==> src/hdl/lmcs_pkg.sv <==
`default_nettype none

package lmcs_pkg;

  // matrix geometry
  localparam int NUM_COLS = 8;
  localparam int NUM_ROWS = 8;
  localparam int COL_W    = (NUM_COLS > 1) ? $clog2(NUM_COLS) : 1;

  // field widths fixed by the port list
  localparam int CMD_W    = 2;
  localparam int PIX_W    = 3;
  localparam int CMP_W    = 16;
  localparam int OUT_W    = 8;
  localparam int IDX_W    = 3;

  localparam logic [CMP_W-1:0] COMPARE_RESET = 16'd400;

  typedef enum logic [CMD_W-1:0] {
    CMD_TICK  = 2'd0,
    CMD_PIXEL = 2'd1,
    CMD_CLEAR = 2'd2,
    CMD_NONE  = 2'd3
  } lmcs_cmd_t;

  typedef enum logic {
    ST_EMPTY = 1'b0,
    ST_FULL  = 1'b1
  } lmcs_state_t;

  // controller to datapath commands
  typedef struct packed {
    logic load;
    logic tick;
    logic pixel;
    logic clear;
  } lmcs_ctl_t;

endpackage

`default_nettype wire

==> src/hdl/led_matrix_column_scanner.sv <==
// 8x8 led matrix column scanner
// input channel in_valid/in_ready carries one item per transfer: cmd selects
//   a timer tick, a single pixel write (pixel_col, pixel_row, pixel_on) or a
//   whole-frame clear; cmd 3 changes nothing but still gives a result
// output channel out_valid/out_ready carries one result per item:
//   col_enable (one-hot), row_drive (active low), scan_index, advanced
// latency: a result is valid the cycle after its item transfers
// throughput: one item per clock; the single output register is refilled in
//   the same cycle it is taken, so in_ready follows out_ready when it is full
// compare_value is written through cfg_wr_en/cfg_wr_data, no wait, and takes
//   effect on the next tick; write it only while no result is pending
// reset (rst, synchronous): frame cleared, scan at column 0, tick count 0,
//   compare 400, outputs dark until the first compare match
// receiver stall: with a result held, in_ready drops and nothing is lost;
//   the frame store and timer update only on accepted items
`default_nettype none

module led_matrix_column_scanner (
  input  wire logic                       clk,
  input  wire logic                       rst,
  // item channel
  input  wire logic                       in_valid,
  output logic                            in_ready,
  input  wire logic [lmcs_pkg::CMD_W-1:0] cmd,
  input  wire logic [lmcs_pkg::PIX_W-1:0] pixel_col,
  input  wire logic [lmcs_pkg::PIX_W-1:0] pixel_row,
  input  wire logic                       pixel_on,
  // result channel
  output logic                            out_valid,
  input  wire logic                       out_ready,
  output logic [lmcs_pkg::OUT_W-1:0]      col_enable,
  output logic [lmcs_pkg::OUT_W-1:0]      row_drive,
  output logic [lmcs_pkg::IDX_W-1:0]      scan_index,
  output logic                            advanced,
  // compare register write
  input  wire logic                       cfg_wr_en,
  input  wire logic [lmcs_pkg::CMP_W-1:0] cfg_wr_data
);
  import lmcs_pkg::*;

  // decoded command for the accepted item
  lmcs_ctl_t ctl;

  // handshake and output register occupancy
  lmcs_ctrl u_ctrl (
    .clk       (clk),
    .rst       (rst),
    .in_valid  (in_valid),
    .in_ready  (in_ready),
    .cmd       (cmd),
    .out_valid (out_valid),
    .out_ready (out_ready),
    .ctl       (ctl)
  );

  // frame store, tick timer, scan position and result register
  lmcs_datapath u_dp (
    .clk         (clk),
    .rst         (rst),
    .ctl         (ctl),
    .pixel_col   (pixel_col),
    .pixel_row   (pixel_row),
    .pixel_on    (pixel_on),
    .cfg_wr_en   (cfg_wr_en),
    .cfg_wr_data (cfg_wr_data),
    .col_enable  (col_enable),
    .row_drive   (row_drive),
    .scan_index  (scan_index),
    .advanced    (advanced)
  );

endmodule

`default_nettype wire

==> src/hdl/lmcs_ctrl.sv <==
`default_nettype none

module lmcs_ctrl (
  input  wire logic                       clk,
  input  wire logic                       rst,
  input  wire logic                       in_valid,
  output logic                            in_ready,
  input  wire logic [lmcs_pkg::CMD_W-1:0] cmd,
  output logic                            out_valid,
  input  wire logic                       out_ready,
  output lmcs_pkg::lmcs_ctl_t             ctl
);
  import lmcs_pkg::*;

  lmcs_state_t state;
  lmcs_state_t state_next;
  logic        in_fire;

  assign in_fire = in_valid && in_ready;

  always_ff @(posedge clk) begin
    if (rst) begin
      state <= ST_EMPTY;
    end else begin
      state <= state_next;
    end
  end

  // next state
  always_comb begin
    state_next = state;
    unique case (state)
      ST_EMPTY: begin
        if (in_fire) state_next = ST_FULL;
      end
      ST_FULL: begin
        if (out_ready && !in_fire) state_next = ST_EMPTY;
      end
      default: state_next = ST_EMPTY;
    endcase
  end

  // outputs
  always_comb begin
    ctl       = '0;
    in_ready  = 1'b0;
    out_valid = 1'b0;
    unique case (state)
      ST_EMPTY: begin
        in_ready = 1'b1;
      end
      ST_FULL: begin
        in_ready  = out_ready;
        out_valid = 1'b1;
      end
      default: begin
        in_ready = 1'b0;
      end
    endcase
    if (in_fire) begin
      ctl.load = 1'b1;
      unique case (lmcs_cmd_t'(cmd))
        CMD_TICK:  ctl.tick  = 1'b1;
        CMD_PIXEL: ctl.pixel = 1'b1;
        CMD_CLEAR: ctl.clear = 1'b1;
        default:   ctl.load  = 1'b1;
      endcase
    end
  end

`ifndef SYNTHESIS
  a_fire_fills: assert property (@(posedge clk) disable iff (rst)
    in_fire |=> out_valid) else $error("accepted item left no result");
  a_empty_ready: assert property (@(posedge clk) disable iff (rst)
    !out_valid |-> in_ready) else $error("empty output stage refused input");
  a_one_cmd: assert property (@(posedge clk) disable iff (rst)
    $onehot0({ctl.tick, ctl.pixel, ctl.clear})) else $error("several commands at once");
`endif

endmodule

`default_nettype wire

==> src/hdl/lmcs_datapath.sv <==
`default_nettype none

module lmcs_datapath (
  input  wire logic                       clk,
  input  wire logic                       rst,
  input  wire lmcs_pkg::lmcs_ctl_t        ctl,
  input  wire logic [lmcs_pkg::PIX_W-1:0] pixel_col,
  input  wire logic [lmcs_pkg::PIX_W-1:0] pixel_row,
  input  wire logic                       pixel_on,
  input  wire logic                       cfg_wr_en,
  input  wire logic [lmcs_pkg::CMP_W-1:0] cfg_wr_data,
  output logic [lmcs_pkg::OUT_W-1:0]      col_enable,
  output logic [lmcs_pkg::OUT_W-1:0]      row_drive,
  output logic [lmcs_pkg::IDX_W-1:0]      scan_index,
  output logic                            advanced
);
  import lmcs_pkg::*;

  logic [NUM_ROWS-1:0] frame_store [NUM_COLS];
  logic [COL_W-1:0]    scan_column;
  logic [COL_W-1:0]    scan_column_next;
  logic [CMP_W-1:0]    tick_count;
  logic [CMP_W-1:0]    compare_value;
  logic                scan_started;
  logic                scan_started_next;
  logic [NUM_ROWS-1:0] latched_rows;
  logic [NUM_ROWS-1:0] latched_rows_next;
  logic                hit;
  logic                pix_in_range;
  logic [COL_W-1:0]    wr_col;
  logic [15:0]         rows_wide;
  logic [15:0]         cols_wide;

  assign hit          = ctl.tick && (tick_count == compare_value);
  assign pix_in_range = (32'(pixel_col) < NUM_COLS) && (32'(pixel_row) < NUM_ROWS);
  assign wr_col       = COL_W'(pixel_col);

  always_comb begin
    scan_column_next  = scan_column;
    scan_started_next = scan_started;
    latched_rows_next = latched_rows;
    if (hit) begin
      if (32'(scan_column) == NUM_COLS - 1) begin
        scan_column_next = '0;
      end else begin
        scan_column_next = scan_column + COL_W'(1);
      end
      // frame is not changed by a tick, so the stored row is current
      latched_rows_next = ~frame_store[scan_column_next];
      scan_started_next = 1'b1;
    end
    rows_wide = '1;
    rows_wide[NUM_ROWS-1:0] = latched_rows_next;
    cols_wide = 16'(1) << scan_column_next;
  end

  always_ff @(posedge clk) begin
    if (rst) begin
      compare_value <= COMPARE_RESET;
    end else if (cfg_wr_en) begin
      compare_value <= cfg_wr_data;
    end
  end

  always_ff @(posedge clk) begin
    if (rst) begin
      for (int i = 0; i < NUM_COLS; i++) frame_store[i] <= '0;
      scan_column  <= '0;
      tick_count   <= '0;
      scan_started <= 1'b0;
      latched_rows <= '1;
    end else begin
      if (ctl.clear) begin
        for (int i = 0; i < NUM_COLS; i++) frame_store[i] <= '0;
      end else if (ctl.pixel && pix_in_range) begin
        frame_store[wr_col][pixel_row] <= pixel_on;
      end
      if (ctl.tick) begin
        tick_count <= hit ? '0 : tick_count + CMP_W'(1);
      end
      scan_column  <= scan_column_next;
      scan_started <= scan_started_next;
      latched_rows <= latched_rows_next;
    end
  end

  // result register
  always_ff @(posedge clk) begin
    if (ctl.load) begin
      col_enable <= scan_started_next ? cols_wide[OUT_W-1:0] : '0;
      row_drive  <= scan_started_next ? rows_wide[OUT_W-1:0] : '1;
      scan_index <= IDX_W'(scan_column_next);
      advanced   <= hit;
    end
  end

`ifndef SYNTHESIS
  a_hit_clears: assert property (@(posedge clk) disable iff (rst)
    hit |=> (tick_count == '0) && advanced && scan_started)
    else $error("compare match did not restart the count");
  a_col_matches: assert property (@(posedge clk) disable iff (rst)
    $past(ctl.load) && scan_started |-> col_enable == OUT_W'(16'(1) << scan_index))
    else $error("column enable disagrees with scan index");
  a_dark_before: assert property (@(posedge clk) disable iff (rst)
    $past(ctl.load) && !scan_started |-> (col_enable == '0) && (row_drive == '1))
    else $error("outputs lit before first advance");
`endif

endmodule

`default_nettype wire

==> config.mk <==
export PLATFORM = sky130hd
export DESIGN_NAME = led_matrix_column_scanner
export DESIGN_NICKNAME = d
export VERILOG_FILES = /design/src/hdl/lmcs_pkg.sv /design/src/hdl/led_matrix_column_scanner.sv /design/src/hdl/lmcs_ctrl.sv /design/src/hdl/lmcs_datapath.sv
export SDC_FILE = /design/constraint.sdc
export NUM_CORES = 1
export LEC_CHECK = 0
export BUFFER_PORTS_ARGS = -buffer_cell sky130_fd_sc_hd__buf_2
export CORE_AREA = 4 4 130 101
export DETAILED_ROUTE_END_ITERATION = 6
export DIE_AREA = 0 0 134 105
export GPL_TIMING_DRIVEN = 0
export PLACE_DENSITY = 0.7
export SKIP_CTS_REPAIR_TIMING = 1
export SKIP_LAST_GASP = 1
export SLEW_MARGIN = 20
export SYNTH_ARGS = -nofsm -noshare
export SYNTH_HDL_FRONTEND = slang
export SYNTH_SLANG_ARGS = --single-unit
==> constraint.sdc <==
create_clock -name clk -period 2.5 [get_ports clk]
set_clock_uncertainty 0.05 [all_clocks]
set_input_delay 0.25 -clock clk [delete_from_list [all_inputs] [get_ports clk]]
set_output_delay 0.25 -clock clk [all_outputs]
set_load 0.02 [all_outputs]
# [Word level (Yosys, flattened, before mapping)]
# Memories as Yosys holds them, arrays and structs flattened.
# Index checks and enable logic that the tools add are counted.
[word_totals] regBits=65 ramBits=64 in_bits=30 output_inout_bits=22 wordCells=74 n_memories=1
[op_classes] addsub=2 n_lt_le_gt_ge=2 n_eq_ne=4 shifts=1 mux=37 bitwise=10 reduce_logical=7
[mem_list] name="u_dp.frame_store" words=8 word_bits=8 rd=1 rd_clocked_by_memory_dff=0 write_ports=8 line_no="lmcs_datapath.sv:19" source="logic [NUM_ROWS-1:0] frame_store [NUM_COLS];"
[op_table] operator="8-bit 2-to-1 mux" count=12
[op_table] operator="16-bit by 1-bit adder with 16-bit output (second input constant)" count=1
[op_table] operator="16-bit equality test" count=1
[op_table] operator="1-bit 2-to-1 mux" count=16
[op_table] operator="16-bit 2-to-1 mux" count=1
[op_table] operator="3-bit 2-to-1 mux" count=4
[op_table] operator="8-bit inverter" count=1
[op_table] operator="1-bit OR" count=8
[op_table] operator="8-bit OR reduction" count=1
[op_table] operator="1-bit by 3-bit << shifter with 8-bit output (first input constant)" count=1
[op_table] operator="1-bit logical AND" count=4
[op_table] operator="3-bit by 4-bit < comparator with 1-bit output (second input constant)" count=1
[op_table] operator="4-bit 2-to-1 mux" count=1
[op_table] operator="1-bit case mux with 2 select lines" count=2
[op_table] operator="3-bit by 1-bit adder with 3-bit output (second input constant)" count=1
[op_table] operator="1-bit demux with 3-bit select" count=1
[op_table] operator="3-bit equality test (second input constant)" count=1
[op_table] operator="3-bit by 1-bit >= comparator with 1-bit output (second input constant)" count=1
[op_table] operator="2-bit by 1-bit equality test with 1-bit output (second input constant)" count=1
[op_table] operator="2-bit equality test (second input constant)" count=1
[op_table] operator="2-bit zero test" count=1
[op_table] operator="1-bit zero test" count=1
[op_table] operator="1-bit inverter" count=1

# [Longest topological paths before layout]
[depth] depth_word=10 ltp_mapped=10 ltp_nobuf=7

# [By module]
# From an unflattened synthesis, not the netlist that was laid out.
[hier_totals] cells_unflattened=578 area_unflattened_um2=6244.7
[by_module_without_submodules] mod="lmcs_datapath" n_inst=1 cells_per_inst=569 area_per_inst_um2=6143.4 seq_area_each_um2=3403.3
[by_module_without_submodules] mod="lmcs_ctrl" n_inst=1 cells_per_inst=9 area_per_inst_um2=101.3 seq_area_each_um2=20.0

# [Least setup slack after synthesis]
# Ideal clock, no wire load.
[synth_timing] path_kind="register -> register" startpoint="register u_ctrl.state" endpoint="memory u_dp.frame_store[0][0], enable pin" t_arrival_ns=1.936 required_time_ns=2.190 setup_slack_ns=0.253 path_stages_with_launch=7 n_path_buf=2 period_less_slack_ns=2.247 cell_sequence="dfxtp_1 nand2b_1 buf_2 and2_1 a31oi_1 clkbuf_1 o21ai_0"
[synth_rtl] element="start, declared" line_no="lmcs_ctrl.sv:15" source="lmcs_state_t state;"
[synth_rtl] element="start signal, assigned" line_no="lmcs_ctrl.sv:25" source="state <= state_next;"
[synth_rtl] element="end, declared" line_no="lmcs_datapath.sv:19"

# [Final worst setup path]
[layout_timing] startpoint="register u_dp.scan_column[0]" endpoint="register u_dp.row_drive[6] in the netlist's numbering, data pin"
[layout_via] elab_chain_len=6 word_cells_on_any_way=7 classes_between="add/sub (1); eq/ne (1); mux (3); bitwise (1); memory (1)"
[layout_lines] element="start, declared" line_no="lmcs_datapath.sv:20" source="logic [COL_W-1:0] scan_column;"
[layout_lines] element="start signal, assigned" line_no="lmcs_datapath.sv:81" source="scan_column <= scan_column_next;"
[layout_lines] element="3-bit by 1-bit adder with 3-bit output / 3-bit equality test (equally long branches)" line_no="lmcs_datapath.sv:46, lmcs_datapath.sv:43"
[layout_lines] element="3-bit 2-to-1 mux (*)" line_no="lmcs_datapath.sv:43" source="if (32'(scan_column) == NUM_COLS - 1) begin"
[layout_lines] element="3-bit 2-to-1 mux (*)" line_no="lmcs_datapath.sv:42" source="if (hit) begin"
[layout_lines] element="memory read 8 x 8 bit (*)"
[layout_lines] element="8-bit inverter (*)" line_no="lmcs_datapath.sv:49" source="latched_rows_next = ~frame_store[scan_column_next];"
[layout_lines] element="8-bit 2-to-1 mux (*)" line_no="lmcs_datapath.sv:42"
[layout_lines] element="end signal, assigned" line_no="lmcs_datapath.sv:91" source="row_drive <= scan_started_next ? rows_wide[OUT_W-1:0] : '1;"
[layout_lines] element="end, declared" line_no="lmcs_datapath.sv:13" source="output logic [lmcs_pkg::OUT_W-1:0] row_drive,"
# Every way passes the cells marked *; elsewhere a longest branch is shown, timed or not. The select of a mux whose other input is x is not followed.
# A chain may end at the register's enable or synchronous reset.

==> results.sh <==
export IMPL_status="complete, no violations"
export IMPL_vias=5361
export IMPL_fillCellCount=953
export IMPL_clock_sinks=129
export IMPL_cts_path_max_buffers=2
export IMPL_drt_pre_antenna_iters=6
export IMPL_cts_root_buffer="clkbuf_16"
export IMPL_slowest_stage="clkbuf_2"
export IMPL_clock_fmax_mhz=416
export IMPL_switching_share=0.227
export IMPL_r2r_end="u_dp.row_drive[6]"
export IMPL_synth_seq_area_share=0.532
export IMPL_syn_mean_instance_area_um2=9.86
export IMPL_holdWs_ns=0.0117
export IMPL_syn_inst=653
export IMPL_drt_wl_total_um=17000
export IMPL_ant_nets=0
export IMPL_drive_above_1_share=0.177
export IMPL_grt_max_degree=22
export IMPL_path_common_cell="ha_1"
export IMPL_max_stage_delay_ns=0.34
export IMPL_die_area_um2=14100
export IMPL_first_global_vias=5073
export IMPL_min_period_ns=2.40
export IMPL_path_clk_slew_ns=0.06
export IMPL_cts_tree="done"
export IMPL_post_drt_via_cell_ratio=5.96
export IMPL_peakVddDrop_mv=0.506
export IMPL_drtIter0Drc=641
export IMPL_worstMarginPinSlew_ns=0.629
export IMPL_insertedDiodeCount=0
export IMPL_cp_top_family="buffers and inverters"
export IMPL_reg2reg_depth=8
export IMPL_finalMaxSlewViolations=0
export IMPL_power_density_nw_per_um2=694
export IMPL_critPathKind="reg -> reg"
export IMPL_drcViolationCount=0
export IMPL_io_pins=52
export IMPL_rows=35
export IMPL_synth_edf_count=84
export IMPL_p_int_mw=4.06
export IMPL_worstPathCellList="ha_1, ha_1, clkbuf_1, clkbuf_2, a21boi_0, o221ai_1, nand2_1, mux2i_1"
export IMPL_r2r_slack_ns=0.1
export IMPL_dpl_hpwl_um=11400
export IMPL_area_growth_pct=17.6
export IMPL_critPathRequiredTime_ns=2.62
export IMPL_die_width_um=134
export IMPL_endpoint_kind="register"
export IMPL_setup_viol=0
export IMPL_slew_headroom=0.581
export IMPL_async_flop_share=0
export IMPL_p_seq_frac=0.449
export IMPL_synth_ff_type="edfxtp_1"
export IMPL_insertion_delay_ns=0.43
export IMPL_yosys_warnings=0
export IMPL_grtUsageTotal=0.247
export IMPL_gp_congestion=0.884
export IMPL_synth_distinct_cells=51
export IMPL_crit_cells=8
export IMPL_dp_cells=865
export IMPL_crit_start="u_dp.scan_column[0]"
export IMPL_syn_cell_area_um2=6440
export IMPL_worst_path_max_fanout=10
export IMPL_initial_core_util=0.539
export IMPL_drt_wirelength_per_cell_um=18.9
export IMPL_fin_crit_sh=0.962
export IMPL_setup_tns_ns=0
export IMPL_overflow=0
export IMPL_num_nets_final=753
export IMPL_path_buf_inv=2
export IMPL_htree_num_levels=4
export IMPL_core_area_um2=12000
export IMPL_antenna_found_initial=0
export IMPL_pwr_share_clk=0.492
export IMPL_power_switching_mw=1.19
export IMPL_leakage_nw=2.91
export IMPL_die_y_um=105
export IMPL_fin_cells=899
export IMPL_crit_path_end="u_dp.row_drive[6]"
export IMPL_hold_violations=0
export IMPL_synth_nets=686
export IMPL_hp_class="in -> reg"
export IMPL_grt_pass1_wl_um=26800
export IMPL_combPwrFrac=0.059
export IMPL_cts_buffers_inserted=17
export IMPL_io_buffers=46
export IMPL_cp_arrival_ns=2.52
export IMPL_r2r_start="u_dp.scan_column[0]"
export IMPL_synth_seq_cells=129
export IMPL_maxCapViolations=0
export IMPL_startpoint_type="register"
## how the worst min path moves through the flow
| stage | start | end | slack [ns] | cells after the start |
|---|---|---|---|---|
| 2_1_floorplan | cfg_wr_data[4] | u_dp.compare_value[4] | 0.33 | 2 |
| 3_3_place_gp | u_dp.compare_value[8] | u_dp.compare_value[8] | 0.43 | 2 |
| 3_5_place_dp | u_dp.compare_value[7] | u_dp.compare_value[7] | 0.43 | 2 |
| 4_1_cts | cfg_wr_data[7] | u_dp.compare_value[7] | 0.009 | 3 |
| 5_1_grt | cfg_wr_data[7] | u_dp.compare_value[7] | 0.02 | 3 |
| 6_report | cfg_wr_data[7] | u_dp.compare_value[7] | 0.01 | 3 |
## stage by stage
stage | setup slack, ns | power, mW | utilization | area [um^2]
after floorplan | 0.253 | 2.60 | - | 6440
after global placement | -0.358 | 2.69 | 0.575 | 6880
after detailed placement | -0.436 | 2.70 | 0.575 | 6880
after CTS | -0.336 | 5.25 | 0.628 | 7510
after global routing | -0.0236 | 5.39 | 0.634 | 7580
final | 0.0962 | 5.25 | 0.634 | 7580
## power by group through the flow
stage	clock [mW]	combinational, mW	sequential (mW)
floorplan	0	0.188	2.41
CTS	2.59	0.300	2.36
global placement	0	0.289	2.40
finish	2.58	0.311	2.36
global route	2.68	0.341	2.36
detailed placement	0	0.297	2.40
## cells in the mapped netlist (4+ instances only)
library cell / count / area (um^2)
nand2_1: 35 / 131
nor2_1: 113 / 424
nand3_1: 21 / 105
a32o_1: 4 / 40.0
a221oi_1: 4 / 35.0
clkbuf_1: 32 / 120
or2_2: 4 / 25.0
nor3_1: 18 / 90.1
nand3b_1: 8 / 60.1
a211oi_1: 8 / 60.1
edfxtp_1: 84 / 2520
o21ai_0: 78 / 390
mux2_2: 10 / 113
a21boi_0: 4 / 30.0
inv_1: 18 / 67.6
xor2_1: 20 / 175
buf_2: 10 / 50.1
dfxtp_1: 45 / 901
nand4_1: 8 / 50.1
a21oi_1: 25 / 125
xnor2_1: 10 / 87.6
mux2i_1: 40 / 400
o221ai_1: 4 / 35.0
## tightest hold or removal path, stage by stage
cell and delay, ns:
buf_2 0.09, mux2i_1 0.06, nand2_1 0.06
## kinds of logic (layout without fill, tap and decap cells)
logic type,after synthesis,after routing,synth area share
muxes,50,50,0.0797
buffers and inverters,71,151,0.0488
xor gates and xnor gates,30,30,0.0408
adders and majority gates,3,3,0.00583
and+or+nand+nor,236,236,0.174
DFF,129,129,0.532
AOI/OAI and AO/OA,134,134,0.119
## state kept, by name (all words and copies together) (netlist names)
| register | count |
|---|---|
| u_ctrl.state | 1 |
| u_dp.advanced | 1 |
| u_dp.col_enable | 8 |
| u_dp.compare_value | 16 |
| u_dp.frame_store | 64 |
| u_dp.latched_rows | 8 |
| u_dp.row_drive | 8 |
| u_dp.scan_column | 3 |
| u_dp.scan_index | 3 |
| u_dp.scan_started | 1 |
| u_dp.tick_count | 16 |
## cell type report
type / instances / area (um^2) / area share
clock buffers: 24 / 579 / 0.0765
multi-input cells: 453 / 2740 / 0.361
repair buffers: 49 / 253 / 0.0334
clock inverters: 8 / 56.3 / 0.00743
well taps: 166 / 208 / 0.0274
inverters: 20 / 75.1 / 0.00991
plain buffers: 50 / 244 / 0.0322
flip-flops and latches: 129 / 3420 / 0.452
## cells in the final DEF, fill, tap and decap left out, types with 3 or more instances in the layout
cell type	count
nand2_1	35
o21ai_0	78
and3_1	3
clkbuf_1	25
nand3_1	20
buf_6	3
a32o_1	4
clkbuf_16	23
nand2b_1	3
mux2_2	10
o221ai_1	4
mux2i_1	40
xnor2_1	10
buf_4	6
a21boi_0	4
xor2_1	20
ha_1	3
clkinv_2	3
a21oi_1	25
dfxtp_1	45
nand4_1	8
clkbuf_2	8
inv_1	18
and4_1	3
edfxtp_1	84
or2_2	4
a221oi_1	4
a211oi_1	8
buf_2	56
nand3b_1	8
nor2_1	112
nor4_1	3
nor3_1	18
clkinv_4	3
## routing by layer
metal	vias to the layer above	share of wire	track usage
li1	2460	-	-
met1	2536	0.43	0.352
met2	320	0.44	0.360
met3	45	0.11	0.0674
met4	0	0.030	0.0910
met5	-	0	0
Note: power is estimated with default switching activity, not from simulation.
